[src/rtl/pss_pkg.sv]
// shared types and constants for the placement swap search block
// no dependencies; imported by pss_ctrl, pss_datapath and the top level

package pss_pkg;

   localparam int COST_BITS      = 44;
   localparam int CFG_BITS       = 7;
   localparam int CSR_INDEX_BITS = 1;

   // item kinds
   localparam logic [1:0] KIND_LOAD  = 2'd0;
   localparam logic [1:0] KIND_START = 2'd1;
   localparam logic [1:0] KIND_TRIAL = 2'd2;

   // register indexes
   localparam logic [CSR_INDEX_BITS-1:0] CSR_RANK_COUNT = 1'd0;
   localparam logic [CSR_INDEX_BITS-1:0] CSR_GROUP_SIZE = 1'd1;

   localparam logic [CFG_BITS-1:0] RANK_COUNT_RESET = 7'd64;
   localparam logic [CFG_BITS-1:0] GROUP_SIZE_RESET = 7'd16;

   typedef logic [COST_BITS-1:0] cost_type;

   // controller to datapath
   typedef struct packed {
      logic take;        // latch trial info at accept
      logic load_write;  // write one matrix entry
      logic sweep_rst;
      logic clear_step;  // reset pass: clear matrix, identity placement
      logic init_step;   // start: identity placement
      logic swap_read;
      logic swap_wr_a;
      logic swap_wr_b;
      logic cost_go;
      logic decide;
      logic restore_a;
      logic restore_b;
   } pss_cmd_type;

   // datapath to controller
   typedef struct packed {
      logic clear_last;
      logic init_last;
      logic trial_ok;
      logic loop_busy;
      logic keep_old;
   } pss_status_type;

endpackage

[src/rtl/pss_ctrl.sv]
// sequencing state machine for the placement swap search block
// depends on pss_pkg; drives pss_datapath through command and status structs

module pss_ctrl (
   input  logic                    clock,
   input  logic                    reset,
   input  logic                    start,
   input  logic [1:0]              kind,
   input  pss_pkg::pss_status_type status,
   output pss_pkg::pss_cmd_type    cmd,
   output logic                    busy
);
   import pss_pkg::*;

   localparam logic [3:0] S_CLEAR     = 4'd0;
   localparam logic [3:0] S_IDLE      = 4'd1;
   localparam logic [3:0] S_INIT      = 4'd2;
   localparam logic [3:0] S_SWAP_RD   = 4'd3;
   localparam logic [3:0] S_SWAP_WA   = 4'd4;
   localparam logic [3:0] S_SWAP_WB   = 4'd5;
   localparam logic [3:0] S_COST_GO   = 4'd6;
   localparam logic [3:0] S_COST      = 4'd7;
   localparam logic [3:0] S_DECIDE    = 4'd8;
   localparam logic [3:0] S_RESTORE_A = 4'd9;
   localparam logic [3:0] S_RESTORE_B = 4'd10;

   logic [3:0] state_ff;
   logic [3:0] state_in;

   always_comb begin
      cmd      = '0;
      state_in = state_ff;
      unique case (state_ff)
         S_CLEAR: begin
            cmd.clear_step = 1'b1;
            if (status.clear_last) begin
               state_in = S_IDLE;
            end
         end
         S_IDLE: begin
            cmd.sweep_rst = 1'b1;
            if (start) begin
               cmd.take = 1'b1;
               unique case (kind)
                  KIND_LOAD:  cmd.load_write = 1'b1;
                  KIND_START: state_in = S_INIT;
                  KIND_TRIAL: state_in = S_SWAP_RD;
                  default:    state_in = S_IDLE;
               endcase
            end
         end
         S_INIT: begin
            cmd.init_step = 1'b1;
            if (status.init_last) begin
               state_in = S_COST_GO;
            end
         end
         S_SWAP_RD: begin
            cmd.swap_read = 1'b1;
            state_in = status.trial_ok ? S_SWAP_WA : S_COST_GO;
         end
         S_SWAP_WA: begin
            cmd.swap_wr_a = 1'b1;
            state_in = S_SWAP_WB;
         end
         S_SWAP_WB: begin
            cmd.swap_wr_b = 1'b1;
            state_in = S_COST_GO;
         end
         S_COST_GO: begin
            cmd.cost_go = 1'b1;
            state_in = S_COST;
         end
         S_COST: begin
            if (!status.loop_busy) begin
               state_in = S_DECIDE;
            end
         end
         S_DECIDE: begin
            cmd.decide = 1'b1;
            state_in = status.keep_old ? S_RESTORE_A : S_IDLE;
         end
         S_RESTORE_A: begin
            cmd.restore_a = 1'b1;
            state_in = S_RESTORE_B;
         end
         S_RESTORE_B: begin
            cmd.restore_b = 1'b1;
            state_in = S_IDLE;
         end
         default: state_in = S_IDLE;
      endcase
   end

   always_ff @(posedge clock) begin
      if (reset) begin
         state_ff <= S_CLEAR;
      end else begin
         state_ff <= state_in;
      end
   end

   assign busy = (state_ff != S_IDLE);

endmodule

[config.mk]
export PLATFORM = sky130hd
export DESIGN_NAME = pss_ctrl
export DESIGN_NICKNAME = d
export VERILOG_FILES = /design/src/rtl/pss_pkg.sv /design/src/rtl/pss_ctrl.sv
export SDC_FILE = /design/constraint.sdc
export NUM_CORES = 1
export LEC_CHECK = 0
export BUFFER_PORTS_ARGS = -buffer_cell sky130_fd_sc_hd__buf_4
export CAP_MARGIN = 40
export CORE_AREA = 3 3 40 42
export CTS_CLUSTER_DIAMETER = 80
export DETAILED_ROUTE_END_ITERATION = 6
export DIE_AREA = 0 0 43 45
export GPL_TIMING_DRIVEN = 0
export PLACE_DENSITY_LB_ADDON = 0.1
export SETUP_SLACK_MARGIN = 0.1
export SKIP_LAST_GASP = 1
export SLEW_MARGIN = 5
export SYNTH_ARGS = -nofsm -noshare
export SYNTH_HDL_FRONTEND = slang
export SYNTH_SLANG_ARGS = --single-unit
[constraint.sdc]
create_clock -name clock -period 1.65 [get_ports clock]
set_input_delay 0.4125 -clock clock [delete_from_list [all_inputs] [get_ports clock]]
set_output_delay 0.4125 -clock clock [all_outputs]
set_load 0.03 [all_outputs]
After elaboration in Yosys (flattened, before gate mapping)
Index checks and enable logic that the tools add are counted.

Register bits after elaboration: 4. Input port bits: 10. Output and inout bits: 13. Word-level logic and storage cells: 42.

Equal/unequal tests: 18. Mux-type cells: 20. Reduce and logical (&&, ||, !) cells: 3.

Operator list (number): one-hot mux 4 bit (10 select lines) (1); two-way mux 4 bit (5); == test 4 x 3 -> 1 bit (second input constant) (4); == test 4 bit (second input constant) (3); one-hot mux 4 bit (3 select lines) (1); two-way mux 1 bit (10); inequality test 2 bit (second input constant) (5); == test 4 x 2 -> 1 bit (second input constant) (2); AND reduction 5 bit (1); == test 4 x 1 -> 1 bit (second input constant) (1); logical NOT 4 bit (1); two-way mux 2 bit (2); inequality test 4 x 1 -> 1 bit (second input constant) (1); two-way mux 3 bit (1); == test 2 x 1 -> 1 bit (second input constant) (1); == test 2 bit (second input constant) (1); logical NOT 2 bit (1).

Longest topological paths before layout
Depth after elaboration: 4. Gate-level depth with buffers: 6. Gate-level depth less buffers: 6.

Worst setup path after synthesis
No wires, ideal clock.

Path kind: register to output. From: register state_ff[2]. To: output cmd[8] (netlist name). Arrival: 1.522 ns. Data required time: 1.237 ns. Slack: -0.284 ns. Stages on the path, launching flop included: 3. Buffers on the path: 1. Cells stage by stage: dfxtp_1 -> buf_2 -> nor4_1.

RTL lines: start: declaration (line pss_ctrl.sv:27) `logic [3:0] state_ff;`; start signal: assignment (line pss_ctrl.sv:99) `state_ff <= state_in;`; end: declaration (line pss_ctrl.sv:10) `output pss_pkg::pss_cmd_type cmd,`.

==> out/metrics.cfg <==
[logic_synthesis]
syn_area_per_cell_um2=7.95
synth_edf_count=0
syn_nets=71
yosys_warnings=0
synth.top_cells.by_area=dfxtp_1 (17%), nor3_1 (7.5%), nor2_1 (6.4%)
netlist_instances=59
mappedNetlistArea_um2=469
yosys.area.top_type=dfxtp_1
synth-async-reset-ratio=0
ys_ff_latch=4
yosys.area.top_type_share=0.171
synth_common_cells=nor2_1 (8), nor3_1 (7), inv_1 (5)
ys_dominant_reg_cell=dfxtp_1
synth_most_common_cell=nor2_1
ys_seq_area_frac=0.171
ys_types=33

[cells_and_area]
fillerInstances=106
stdcell_count=113
nets=112
drive_gt1_frac=0.694
fin_area_um2=912
largest_reg_flops=4
synthToLayoutAreaGrowth_pct=94.4
top_register=state_ff
antenna_cells=0
top_regs=state_ff (4)
final_core_util=0.710

[worst_setup_path]
crit_end=cmd[10]
r2r_end=state_ff[0]
path_class=flop to output port
crit_chain=nand2b_4, nor3_4, and3_4, buf_6
worstReg2RegStart=state_ff[1]
reg2reg_slack_ns=0.21
slowest_delay_ns=0.34
crit_slowest_cell=dfxtp_4
cp-end-kind=output port
critPathArrivalTime_ns=1.34
start_kind=flop
cp_max_fo=5
r2r_cells=7
required_ns=1.24
crit_path_start=state_ff[2]

[drt]
dr.pass1.iters=4
num_vias=580
drc_errors=0
vias_per_cell=5.13
ant_nets=0
dr.first_iter.drc_count=6
wl_um=1540
wl_per_cell_um=13.7

[flow_run]
cap_violations=0

[placement]
dp_cells=96
io_buffers=22
place.gp.congestion=0.804
postPlaceCellArea_um2=697
dp_hpwl_um=993

[die]
die_x_um=43
num_rows=13
core-area_mm2=0.00128
die_h_um=45
dieArea_mm2=0.00194
pin_count=23
start_util=0.365

[global_route]
track_usage=0.177
grt_max_degree=11
antenna_found_initial=0
grt_pass1_wl_um=2550
grt_pass1_vias=572
grt-ovfl-total=0

[clock_tree]
cts-root-buf=clkbuf_4
clk_latency_ns=0.23
htreeDepth=1
cts_hold_buf=0
cts_buffer_depth=2
path_clk_slew_ns=0.04
cts_buffers=3
cts_num_sinks=4
cts_tree=done

[timing]
slew_headroom=0.811
rsz0062_at_grt=yes
fin_crit_ns=1.75
final-hold-violation-count=0
fin_skew_ns=0.00285
tightestPinTransition_ns=0.282
period_share=1.06
finalMaxSlewViolations=0
setup_slack_ns=-0.101
setup_viol=4
whs_ns=0.377
clock.fmax_mhz=571

[power_and_ir_drop]
irDropWorstVdd_mv=0.396
swShare=0.395
pwr-share-clk=0.176
p_switching_w=0.000269
power_frac_seq=0.178
leakage_nw=0.429
power.density_mw_per_mm2=747
combPwrFrac=0.646
p_int_w=0.000412

[status]
violations=negative setup slack
status=finished, violations left

[hold_path]
hp-class=input port to flop

[stage by stage]
stage	power [W]	setup slack, ns	setup TNS, ns
after global placement	0.000440	0.0664	0
after global routing	0.000734	-0.188	-0.876
after CTS	0.000652	-0.103	-0.315
after detailed placement	0.000443	0.0286	0
final	0.000681	-0.101	-0.294
after floorplan	0.000349	-0.00952	-0.00952
[power by group through the flow]
stage	clock network, W	registers [W]	logic (W)
floorplan	0	0.000123	0.000226
global placement	0	0.000126	0.000313
detailed placement	0	0.000126	0.000317
CTS	0.000125	0.000122	0.000404
global route	0.000141	0.000122	0.000470
finish	0.000120	0.000121	0.000440
[area by class of cell]
type,instances,area [um2],share of cell area
Buffer,4,47.5,0.0521
Clock buffer,3,22.5,0.0247
Inverter,5,18.8,0.0206
Multi-Input combinational cell,46,412,0.451
Sequential cell,4,92.6,0.102
Tap cell,15,18.8,0.0206
Timing Repair Buffer,36,300,0.329
[worst max-delay path: cells and delay by family (launching register included)]
family,cells,cell delay [ns]
and+or+nand+nor,3,0.64
DFF,1,0.34
buffers and inverters,1,0.12
[layer usage]
metal,up-vias,share of wire,global-route usage
li1,288,-,-
met3,2,0.054,0.0558
met2,21,0.54,0.341
met4,0,0.012,0.0181
met5,-,0,0
met1,269,0.39,0.195
[kinds of logic (layout without fill, tap and decap cells)]
logic type      count (synthesis)  after routing  share of synthesized area
compound gates                 11             11                      0.227
fa+ha+maj                       2              2                     0.0533
buf+inv                         9             48                      0.109
flops                           4              4                      0.171
mux                             1              1                     0.0240
simple gates                   32             32                      0.416
[cell usage in the layout, fill, tap and decap left out, types with 2 or more instances in the layout]
cell type	synthesis	routed
nor2_1	8	7
nor3_4	1	2
nand2_1	2	2
nor3_1	7	3
ha_1	2	2
clkbuf_4	0	3
buf_4	0	29
buf_6	2	8
nand2b_4	0	2
nor3_2	1	4
inv_1	5	4
dfxtp_4	0	3
[worst min-delay path by stage]
stage                     start     endpoint  slack (ns)  cells after the start
floorplan                 reset  state_ff[2]        0.48                      1
global placement    state_ff[2]  state_ff[2]        0.54                      2
detailed placement  state_ff[2]  state_ff[2]        0.54                      2
CTS                       reset  state_ff[2]        0.37                      2
global route              reset  state_ff[2]        0.36                      2
finish                    reset  state_ff[2]        0.38                      2
[repair_timing]
| item | CTS | global route |
|---|---|---|
| pin swaps | 5 | 5 |
| gates resized for setup | 14 | 9 |
| setup endpoints to repair | 13 | 13 |
| buffers inserted | 11 | 4 |
Power figures use the tool's default switching activity.
